### src/rtl/signed_division_magic_number_macros.svh
// ---------------------------------------------------------------------------
// Assertion macros
// Shared concurrent assertion forms for the signed division planner.
// ---------------------------------------------------------------------------
`ifndef SIGNED_DIVISION_MAGIC_NUMBER_MACROS_SVH
`define SIGNED_DIVISION_MAGIC_NUMBER_MACROS_SVH

// Same-cycle implication, disabled while reset is asserted.
`define SMN_ASSERT_NOW(label, clk, rst_n, ante, cons, msg) \
    label: assert property (@(posedge clk) disable iff (!(rst_n)) (ante) |-> (cons)) \
        else $error(msg);

// Next-cycle implication, disabled while reset is asserted.
`define SMN_ASSERT_NEXT(label, clk, rst_n, ante, cons, msg) \
    label: assert property (@(posedge clk) disable iff (!(rst_n)) (ante) |=> (cons)) \
        else $error(msg);

`endif

### src/rtl/smn_pkg.sv
// ---------------------------------------------------------------------------
// Signed division planner package
// Widths, result codes, sequencer states and control structures.
// ---------------------------------------------------------------------------
package smn_pkg;

    localparam int DATA_W    = 32;
    localparam int DIVISOR_W = 32;
    localparam int MULT_W    = 32;
    localparam int SHIFT_W   = 5;
    localparam int KIND_W    = 2;
    localparam int CNT_W     = $clog2(DATA_W);
    localparam int STEPS_W   = $clog2(2 * DATA_W + 1);
    localparam int LG_W      = $clog2(DATA_W);

    localparam logic [DATA_W-1:0]  TOP_BIT   = {1'b1, {(DATA_W-1){1'b0}}};
    localparam logic [CNT_W-1:0]   CNT_LAST  = CNT_W'(DATA_W - 1);
    localparam logic [STEPS_W-1:0] STEPS_MAX = STEPS_W'(2 * DATA_W);

    typedef enum logic [KIND_W-1:0] {
        KIND_MAGIC = 2'd0,
        KIND_POW2  = 2'd1,
        KIND_UNIT  = 2'd2,
        KIND_ZERO  = 2'd3
    } t_kind;

    typedef enum logic [3:0] {
        ST_IDLE,
        ST_CLASS,
        ST_DIV_T,
        ST_ANC,
        ST_DIV_A,
        ST_DIV_M,
        ST_SRCH1,
        ST_SRCH2,
        ST_TEST,
        ST_FIN,
        ST_OUT
    } t_state;

    typedef enum logic [2:0] {
        OP_NONE,
        OP_DIV_T,
        OP_DIV_A,
        OP_DIV_M,
        OP_SRCH_1,
        OP_SRCH_2
    } t_op;

    typedef struct packed {
        logic in_ready;
        logic out_valid;
        logic classify;
        logic anc_load;
        logic finish;
        logic last;
        t_op  op;
    } t_ctrl;

    typedef struct packed {
        logic in_valid;
        logic out_ready;
        logic trivial;
        logic search_more;
    } t_status;

endpackage

### src/rtl/signed_division_magic_number.sv
// ---------------------------------------------------------------------------
// Signed division magic number planner
// Turns a signed constant divisor into a multiply-and-shift division plan.
// ---------------------------------------------------------------------------
// One request carries a signed divisor and yields one result. Zero is
// reported as invalid, plus or minus one as a trivial divisor, and a
// power-of-two magnitude with its log2 as the shift. Any other divisor gets
// the signed magic multiplier M and post-shift s: the quotient is the high
// half of n*M, plus n or minus n when needs_fix is set (the signs of M and the
// divisor differ), shifted right arithmetically by s, plus one when the
// intermediate result is negative. The block takes one request at a time and
// holds o_in_ready low until its result has been taken. A trivial divisor
// goes from classification straight to the result. A general divisor runs
// through a single shared shift-subtract unit that performs three bit-serial
// divisions of one bit per cycle and then both remainder updates of each
// search iteration in turn; the search runs at most 2*DATA_W iterations,
// typically under DATA_W.
// ---------------------------------------------------------------------------
module signed_division_magic_number
    import smn_pkg::*;
(
    input  logic                        i_clk,
    input  logic                        i_rst_n,
    input  logic                        i_in_valid,
    output logic                        o_in_ready,
    input  logic signed [DIVISOR_W-1:0] i_divisor,
    output logic                        o_out_valid,
    input  logic                        i_out_ready,
    output logic [KIND_W-1:0]           o_kind,
    output logic signed [MULT_W-1:0]    o_magic_multiplier,
    output logic [SHIFT_W-1:0]          o_shift_amount,
    output logic                        o_needs_fix,
    output logic                        o_divisor_negative
);

`include "signed_division_magic_number_macros.svh"

    t_ctrl   ctrl;
    t_status status;

    // Input and classification registers.
    logic [DATA_W-1:0]  r_d, n_d;
    logic               r_neg, n_neg;
    logic [DATA_W-1:0]  r_mag, n_mag;

    // Division working registers: dividend shifter, remainder and quotient.
    logic [DATA_W-1:0]  r_dvd, n_dvd;
    logic [DATA_W-1:0]  r_rem, n_rem;
    logic [DATA_W-1:0]  r_quo, n_quo;

    // Search registers.
    logic [DATA_W-1:0]  r_anc, n_anc;
    logic [DATA_W-1:0]  r_q1, n_q1;
    logic [DATA_W-1:0]  r_r1, n_r1;
    logic [DATA_W-1:0]  r_q2, n_q2;
    logic [DATA_W-1:0]  r_r2, n_r2;
    logic [STEPS_W-1:0] r_steps, n_steps;

    // Result registers.
    t_kind              r_kind, n_kind;
    logic [DATA_W-1:0]  r_mult, n_mult;
    logic [SHIFT_W-1:0] r_shift, n_shift;
    logic               r_fix, n_fix;
    logic               r_dneg, n_dneg;

    // Shared unit operands and results.
    logic [DATA_W-1:0]  u_rem_in, u_quo_in, u_den;
    logic               u_bit;
    logic [DATA_W-1:0]  u_rem, u_quo;

    // Classification of the held divisor.
    logic               d_neg;
    logic [DATA_W-1:0]  d_mag;
    logic               d_zero, d_one, d_pow2;
    logic [LG_W-1:0]    d_log2;

    // Anc, search exit test and final multiplier.
    logic [DATA_W-1:0]  t_val;
    logic [DATA_W-1:0]  anc_raw;
    logic [DATA_W-1:0]  delta;
    logic [DATA_W-1:0]  mult_fin;
    logic               mult_neg;

    smn_ctrl u_ctrl (
        .i_clk    (i_clk),
        .i_rst_n  (i_rst_n),
        .i_status (status),
        .o_ctrl   (ctrl)
    );

    smn_step_unit u_step (
        .i_rem (u_rem_in),
        .i_quo (u_quo_in),
        .i_den (u_den),
        .i_bit (u_bit),
        .o_rem (u_rem),
        .o_quo (u_quo)
    );

    // The held divisor is split into sign and magnitude; the most negative
    // value keeps its bit pattern and so lands on the top power of two.
    always_comb begin
        d_neg  = r_d[DATA_W-1];
        d_mag  = d_neg ? (DATA_W'(0) - r_d) : r_d;
        d_zero = (r_d == '0);
        d_one  = (d_mag == DATA_W'(1));
        d_pow2 = ((d_mag & (d_mag - DATA_W'(1))) == '0);
        d_log2 = '0;
        for (int i = 0; i < DATA_W; i++) begin
            d_log2 = d_log2 | (d_mag[i] ? LG_W'(i) : LG_W'(0));
        end
    end

    // The first division works on t = 2^(W-1) plus one for a negative divisor.
    assign t_val   = TOP_BIT | DATA_W'(r_neg);
    assign anc_raw = t_val - DATA_W'(1) - r_rem;
    assign delta   = r_mag - r_r2;

    // Negating q2 + 1 is the same as inverting q2.
    assign mult_fin = r_neg ? ~r_q2 : (r_q2 + DATA_W'(1));
    assign mult_neg = mult_fin[DATA_W-1];

    // The search keeps going while q1 is below delta, or equal to it with a
    // zero remainder, and the step guard has not run out.
    always_comb begin
        status.in_valid    = i_in_valid;
        status.out_ready   = i_out_ready;
        status.trivial     = d_zero || d_one || d_pow2;
        status.search_more = ((r_q1 < delta) || ((r_q1 == delta) && (r_r1 == '0)))
                             && (r_steps < STEPS_MAX);
    end

    // Operand routing for the shared unit.
    always_comb begin
        u_rem_in = '0;
        u_quo_in = '0;
        u_den    = '0;
        u_bit    = 1'b0;
        case (ctrl.op)
            OP_DIV_T: begin
                u_rem_in = r_rem;
                u_quo_in = r_quo;
                u_den    = r_mag;
                u_bit    = r_dvd[DATA_W-1];
            end
            OP_DIV_A: begin
                u_rem_in = r_rem;
                u_quo_in = r_quo;
                u_den    = r_anc;
                u_bit    = r_dvd[DATA_W-1];
            end
            OP_DIV_M: begin
                u_rem_in = r_rem;
                u_quo_in = r_quo;
                u_den    = r_mag;
                u_bit    = r_dvd[DATA_W-1];
            end
            OP_SRCH_1: begin
                u_rem_in = r_r1;
                u_quo_in = r_q1;
                u_den    = r_anc;
            end
            OP_SRCH_2: begin
                u_rem_in = r_r2;
                u_quo_in = r_q2;
                u_den    = r_mag;
            end
            default: begin
                u_bit = 1'b0;
            end
        endcase
    end

    function automatic logic [SHIFT_W-1:0] n_steps_shift(input logic [STEPS_W-1:0] steps);
        logic [STEPS_W-1:0] dec;
        dec = steps - STEPS_W'(1);
        return dec[SHIFT_W-1:0];
    endfunction

    always_comb begin
        n_d     = r_d;
        n_neg   = r_neg;
        n_mag   = r_mag;
        n_dvd   = r_dvd;
        n_rem   = r_rem;
        n_quo   = r_quo;
        n_anc   = r_anc;
        n_q1    = r_q1;
        n_r1    = r_r1;
        n_q2    = r_q2;
        n_r2    = r_r2;
        n_steps = r_steps;
        n_kind  = r_kind;
        n_mult  = r_mult;
        n_shift = r_shift;
        n_fix   = r_fix;
        n_dneg  = r_dneg;

        if (ctrl.in_ready && i_in_valid) begin
            n_d = i_divisor[DATA_W-1:0];
        end

        // Classification settles the trivial results and primes the first
        // division with t.
        if (ctrl.classify) begin
            n_neg   = d_neg;
            n_mag   = d_mag;
            n_mult  = '0;
            n_fix   = 1'b0;
            n_dneg  = d_neg;
            n_shift = '0;
            n_dvd   = TOP_BIT | DATA_W'(d_neg);
            n_rem   = '0;
            n_quo   = '0;
            if (d_zero) begin
                n_kind = KIND_ZERO;
            end else if (d_one) begin
                n_kind = KIND_UNIT;
            end else if (d_pow2) begin
                n_kind  = KIND_POW2;
                n_shift = SHIFT_W'(d_log2);
            end else begin
                n_kind = KIND_MAGIC;
            end
        end

        if ((ctrl.op == OP_DIV_T) || (ctrl.op == OP_DIV_A) || (ctrl.op == OP_DIV_M)) begin
            n_rem = u_rem;
            n_quo = u_quo;
            n_dvd = {r_dvd[DATA_W-2:0], 1'b0};
            if (ctrl.last && (ctrl.op == OP_DIV_A)) begin
                n_q1  = u_quo;
                n_r1  = u_rem;
                n_dvd = TOP_BIT;
                n_rem = '0;
                n_quo = '0;
            end
            if (ctrl.last && (ctrl.op == OP_DIV_M)) begin
                n_q2    = u_quo;
                n_r2    = u_rem;
                n_steps = '0;
            end
        end

        // anc = t - 1 - (t mod |d|), never zero, then divide 2^(W-1) by it.
        if (ctrl.anc_load) begin
            n_anc = (anc_raw == '0) ? DATA_W'(1) : anc_raw;
            n_dvd = TOP_BIT;
            n_rem = '0;
            n_quo = '0;
        end

        if (ctrl.op == OP_SRCH_1) begin
            n_q1 = u_quo;
            n_r1 = u_rem;
        end

        if (ctrl.op == OP_SRCH_2) begin
            n_q2    = u_quo;
            n_r2    = u_rem;
            n_steps = r_steps + STEPS_W'(1);
        end

        // The post-shift is the exponent minus the word width, which is one
        // less than the number of search iterations.
        if (ctrl.finish) begin
            n_mult  = mult_fin;
            n_fix   = (!r_neg && mult_neg) || (r_neg && !mult_neg && (mult_fin != '0));
            n_shift = n_steps_shift(r_steps);
        end
    end

    always_ff @(posedge i_clk) begin
        r_d     <= n_d;
        r_neg   <= n_neg;
        r_mag   <= n_mag;
        r_dvd   <= n_dvd;
        r_rem   <= n_rem;
        r_quo   <= n_quo;
        r_anc   <= n_anc;
        r_q1    <= n_q1;
        r_r1    <= n_r1;
        r_q2    <= n_q2;
        r_r2    <= n_r2;
        r_steps <= n_steps;
        r_kind  <= n_kind;
        r_mult  <= n_mult;
        r_shift <= n_shift;
        r_fix   <= n_fix;
        r_dneg  <= n_dneg;
    end

    assign o_in_ready         = ctrl.in_ready;
    assign o_out_valid        = ctrl.out_valid;
    assign o_kind             = r_kind;
    assign o_magic_multiplier = MULT_W'(signed'(r_mult));
    assign o_shift_amount     = r_shift;
    assign o_needs_fix        = r_fix;
    assign o_divisor_negative = r_dneg;

    // The block never offers a result while it is open for a new request.
    `SMN_ASSERT_NOW(a_ready_excl, i_clk, i_rst_n, o_out_valid, !o_in_ready,
        "result offered while input is ready")

    // An accepted request closes the input and no result appears at once.
    `SMN_ASSERT_NEXT(a_accept_busy, i_clk, i_rst_n, o_in_ready && i_in_valid,
        !o_in_ready && !o_out_valid, "request accepted but block not busy")

    // Once the result is taken, the block opens for the next request.
    `SMN_ASSERT_NEXT(a_return_idle, i_clk, i_rst_n, o_out_valid && i_out_ready,
        o_in_ready && !o_out_valid, "block did not return to idle")

    // Only a general divisor carries a multiplier or a fix flag.
    `SMN_ASSERT_NOW(a_magic_only, i_clk, i_rst_n,
        o_out_valid && (o_kind != KIND_MAGIC),
        (o_magic_multiplier == '0) && !o_needs_fix,
        "multiplier or fix on a non-general divisor")

    // A zero divisor reports nothing but its kind.
    `SMN_ASSERT_NOW(a_zero_clean, i_clk, i_rst_n,
        o_out_valid && (o_kind == KIND_ZERO),
        (o_shift_amount == '0) && !o_divisor_negative,
        "zero divisor with nonzero fields")

endmodule

### src/rtl/smn_step_unit.sv
// ---------------------------------------------------------------------------
// Shift-subtract step unit
// One restoring division step, shared by the three divisions and the search.
// ---------------------------------------------------------------------------
module smn_step_unit
    import smn_pkg::*;
(
    input  logic [DATA_W-1:0] i_rem,
    input  logic [DATA_W-1:0] i_quo,
    input  logic [DATA_W-1:0] i_den,
    input  logic              i_bit,
    output logic [DATA_W-1:0] o_rem,
    output logic [DATA_W-1:0] o_quo
);

    logic [DATA_W:0] shifted;
    logic [DATA_W:0] diff;
    logic            ge;

    always_comb begin
        shifted = {i_rem, i_bit};
        diff    = shifted - {1'b0, i_den};
        ge      = shifted >= {1'b0, i_den};
        o_rem   = ge ? diff[DATA_W-1:0] : shifted[DATA_W-1:0];
        o_quo   = {i_quo[DATA_W-2:0], ge};
    end

endmodule

### src/rtl/smn_ctrl.sv
// ---------------------------------------------------------------------------
// Planner sequencer
// Steps through classification, three divisions and the magic search.
// ---------------------------------------------------------------------------
module smn_ctrl
    import smn_pkg::*;
(
    input  logic    i_clk,
    input  logic    i_rst_n,
    input  t_status i_status,
    output t_ctrl   o_ctrl
);

    t_state           r_state;
    t_state           n_state;
    logic [CNT_W-1:0] r_cnt;
    logic [CNT_W-1:0] n_cnt;
    logic             in_div;

    assign in_div = (r_state == ST_DIV_T) || (r_state == ST_DIV_A) || (r_state == ST_DIV_M);

    always_ff @(posedge i_clk) begin
        if (!i_rst_n) begin
            r_state <= ST_IDLE;
            r_cnt   <= '0;
        end else begin
            r_state <= n_state;
            r_cnt   <= n_cnt;
        end
    end

    // The bit counter runs only inside a division and wraps after its last bit.
    always_comb begin
        n_cnt = '0;
        if (in_div && (r_cnt != CNT_LAST)) begin
            n_cnt = r_cnt + CNT_W'(1);
        end
    end

    always_comb begin
        n_state = r_state;
        case (r_state)
            ST_IDLE:  if (i_status.in_valid) n_state = ST_CLASS;
            ST_CLASS: n_state = i_status.trivial ? ST_OUT : ST_DIV_T;
            ST_DIV_T: if (r_cnt == CNT_LAST) n_state = ST_ANC;
            ST_ANC:   n_state = ST_DIV_A;
            ST_DIV_A: if (r_cnt == CNT_LAST) n_state = ST_DIV_M;
            ST_DIV_M: if (r_cnt == CNT_LAST) n_state = ST_SRCH1;
            ST_SRCH1: n_state = ST_SRCH2;
            ST_SRCH2: n_state = ST_TEST;
            ST_TEST:  n_state = i_status.search_more ? ST_SRCH1 : ST_FIN;
            ST_FIN:   n_state = ST_OUT;
            ST_OUT:   if (i_status.out_ready) n_state = ST_IDLE;
            default:  n_state = ST_IDLE;
        endcase
    end

    always_comb begin
        o_ctrl           = '0;
        o_ctrl.op        = OP_NONE;
        o_ctrl.last      = (r_cnt == CNT_LAST);
        case (r_state)
            ST_IDLE:  o_ctrl.in_ready  = 1'b1;
            ST_CLASS: o_ctrl.classify  = 1'b1;
            ST_DIV_T: o_ctrl.op        = OP_DIV_T;
            ST_ANC:   o_ctrl.anc_load  = 1'b1;
            ST_DIV_A: o_ctrl.op        = OP_DIV_A;
            ST_DIV_M: o_ctrl.op        = OP_DIV_M;
            ST_SRCH1: o_ctrl.op        = OP_SRCH_1;
            ST_SRCH2: o_ctrl.op        = OP_SRCH_2;
            ST_FIN:   o_ctrl.finish    = 1'b1;
            ST_OUT:   o_ctrl.out_valid = 1'b1;
            default:  o_ctrl.op        = OP_NONE;
        endcase
    end

endmodule

### config.mk
export PLATFORM = sky130hd
export DESIGN_NAME = signed_division_magic_number
export DESIGN_NICKNAME = d
export VERILOG_FILES = /design/src/rtl/smn_pkg.sv /design/src/rtl/signed_division_magic_number.sv /design/src/rtl/smn_step_unit.sv /design/src/rtl/smn_ctrl.sv
export VERILOG_INCLUDE_DIRS = /design/src /design/src/rtl
export SDC_FILE = /design/constraint.sdc
export NUM_CORES = 1
export LEC_CHECK = 0
export ABC_AREA = 1
export BUFFER_PORTS_ARGS = -buffer_cell sky130_fd_sc_hd__buf_4
export CORE_ASPECT_RATIO = 1.5
export CORE_MARGIN = 5
export CORE_UTILIZATION = 57
export CTS_CLUSTER_DIAMETER = 120
export DETAILED_ROUTE_END_ITERATION = 7
export GPL_ROUTABILITY_DRIVEN = 0
export PLACE_DENSITY = 0.78
export SYNTH_ARGS = -nofsm -noshare
export SYNTH_HDL_FRONTEND = slang
export SYNTH_HIERARCHICAL = 1
export SYNTH_SLANG_ARGS = --single-unit
### constraint.sdc
create_clock -name i_clk -period 5 [get_ports i_clk]
set_clock_uncertainty 0.2 [all_clocks]
set_input_delay 1 -clock i_clk [delete_from_list [all_inputs] [get_ports i_clk]]
set_output_delay 1 -clock i_clk [all_outputs]
set_load 0.005 [all_outputs]
==> metrics.cfg <==
[finish]
nFillCells=3482
fin_nets=3248
drive_above_1_share_pct=10.9
diodes=0
post-route-cell-area_um2=26200
syn_to_final_growth_pct=9.42

[clock_network]
root_buffer=clkbuf_16
numCtsBuffers=37
post_cts_buffers=0
cts-hold-fix-buffers=0
cts_max_level=2
cts.sinks=376
cts.clk_slew.worst_paths_ns=0.06
cts_tree=built
ctsLongestPathBuffers=3
clock_latency_ns=0.55

[worst_setup_path]
r2r_setup_slack_ns=0.33
critPathCaptureType=flip-flop
r2r-end=u_ctrl/r_state[0]$_SDFFE_PN0P_
reg2regPathDepth=32
cpMaxStageDelayCell=edfxtp_1
cp_data_arrival_time_ns=4.94
required_ns=5.27
crit_path_frequent_cell=nand2_1
worstReg2RegStart=r_r2[0]$_DFFE_PP_
startpoint_type=flip-flop
crit_fanout=2
path_class=reg2reg
max_stage_delay_ns=0.41

[global_route]
grt_use_total_pct=28.3
grt_pass1_wl_um=104000
grt.overflow.total=0
grt_pass1_vias=20300
antenna_found_initial=0
grt_max_degree=129

[floorplan]
fp-row-count=92
die_h_um=261
dieWidth_um=177
fp.coreArea_um2=41800
start_util_pct=57.3
io_pins=79
dieArea_um2=46300

[synth]
synth.avg_cell_area_um2=7.79
ys_warn_count=6
synth_area_um2=23900
synth_nets=3216
synth_cells=3075

[sta]
fin_crit_sh_pct=93.4
max_slew_margin_pct=20.5
layout_setup_ws_ns=0.328
hold_violations=0
setup_viol=0
tightest_slew_ns=1.19
drv_slew=0
period_needed_ns=4.67
fmax_mhz=214

[drt]
via_per_inst=5.71
ant_nets=0
postRouteWirelength_um=67100
post_drt_wl_per_cell_um=18.1
dr.pass1.iters=6
drc_errors=0
vias=21100
initialDrtViolationCount=1898

[power]
p_leak_nw=11.3
p_sw_share_pct=47.6
p_comb_share_pct=53.7
peakVddDrop_v=0.000486
p_clk_share_pct=17.5
power_density_nw_per_um2=610
pwr-share-seq_pct=28.8
cell_internal_pwr_w=0.00837
switchingPower_w=0.00761

[job]
drv_cap=0

[worst_hold_path]
hold_depth=2
hold_start=r_dvd[14]$_SDFFE_PP0P_
hold_end=r_dvd[15]$_SDFFE_PP0P_
min_path_type=reg2reg

[placed_design]
dpl.hpwl_um=52000
post-place-ws_ns=0.118
io_buffers=78
dpl_cell_area_um2=24900

[run_status]
status=finished, final reports clean

==> stage by stage <==
stage                     hold slack (ns)  utilization, %  instances  total power, W  setup TNS, ns
after floorplan                     0.218               -       3075          0.0107              0
after global placement              0.229            59.7       3631          0.0128              0
after detailed placement            0.253            59.7       3631          0.0130              0
after CTS                           0.263            62.6       3699          0.0158              0
after global routing                0.275            62.7       3700          0.0170        -0.0176
final                               0.259            62.7       3700          0.0160              0
==> worst max-delay path by stage <==
| stage | endpoint | from | depth (start not counted) |
|---|---|---|---|
| 2_1_floorplan | o_magic_multiplier[0]$_SDFFCE_PN0P_ | u_ctrl/r_state[2]$_SDFFE_PN0P_ | 4 |
| 3_5_place_dp | u_ctrl/r_state[3]$_SDFFE_PN0P_ | r_r2[0]$_DFFE_PP_ | 30 |
| 5_1_grt | u_ctrl/r_state[0]$_SDFFE_PN0P_ | r_mag[0]$_DFFE_PP_ | 33 |
| 4_1_cts | u_ctrl/r_state[3]$_SDFFE_PN0P_ | r_r2[0]$_DFFE_PP_ | 30 |
| 6_report | u_ctrl/r_state[0]$_SDFFE_PN0P_ | r_r2[0]$_DFFE_PP_ | 32 |
| 3_3_place_gp | u_ctrl/r_state[3]$_SDFFE_PN0P_ | r_r2[0]$_DFFE_PP_ | 30 |
==> repair_timing <==
action                                  CTS  global route
hold endpoints to repair                  0             0
endpoints found under the setup margin    0            25
resized for setup                         0            15
==> cell usage in the layout, fill, tap and decap left out, types with 22 or more instances in the layout <==
cell and instances:
nor2_2 39, nor3_1 32, o211ai_1 33, a21oi_1 177
dfxtp_1 104, edfxtp_1 272, nor2_1 236, nand3_1 147
clkbuf_16 38, nand2_2 36, buf_4 106, o21ai_0 117
nand3_2 27, xnor2_1 22, nand2_1 882, nand4_1 45
xor2_1 86, ha_1 103, inv_1 411, o221ai_1 24
==> worst max-delay path: cells and delay by family, from the launching register on <==
| family | cells | cell delay [ns] |
|---|---|---|
| xor+xnor | 1 | 0.08 |
| simple gates | 18 | 2.05 |
| flops | 1 | 0.41 |
| compound gates | 6 | 0.86 |
| fa+ha+maj | 3 | 0.70 |
| buf+inv | 4 | 0.32 |
==> registers in the layout (all words and copies together), names as in the netlist <==
signal / flops
r_q2: 32
u_ctrl/r_cnt: 5
r_mag: 32
r_q1: 32
o_needs_fix: 1
o_kind: 2
r_steps: 7
u_ctrl/r_state: 4
r_anc: 32
o_divisor_negative: 1
o_magic_multiplier: 32
r_d: 32
r_r1: 32
r_quo: 31
r_dvd: 32
o_shift_amount: 5
r_r2: 32
r_rem: 32
==> power by group through the flow <==
stage	logic, W	clock network, W	registers [W]
after floorplan	0.00612	0	0.00454
after global placement	0.00811	0	0.00464
after detailed placement	0.00833	0	0.00465
after CTS	0.00837	0.00282	0.00459
after global routing	0.00940	0.00295	0.00463
final	0.00859	0.00280	0.00460
==> per-layer routing <==
| metal | part of all wire, % | global-route usage, % | vias up | wire, um |
|---|---|---|---|---|
| li1 | - | - | 10100 | - |
| met1 | 36 | 32.1 | 9806 | 24100 |
| met2 | 48 | 48.7 | 963 | 32300 |
| met3 | 6.8 | 3.52 | 259 | 4550 |
| met4 | 9.1 | 21.0 | 0 | 6110 |
| met5 | 0 | 0 | - | 0 |
==> layout make-up <==
cell class	instances	area, um^2	area share, %
Multi-Input combinational cell	2150	11500	44.0
Sequential cell	376	10200	39.1
Inverter	432	1620	6.19
Clock buffer	49	1030	3.94
Timing Repair Buffer	110	876	3.34
Tap cell	564	706	2.69
Clock inverter	19	185	0.707
No activity file was read; power rests on OpenSTA's default activity.
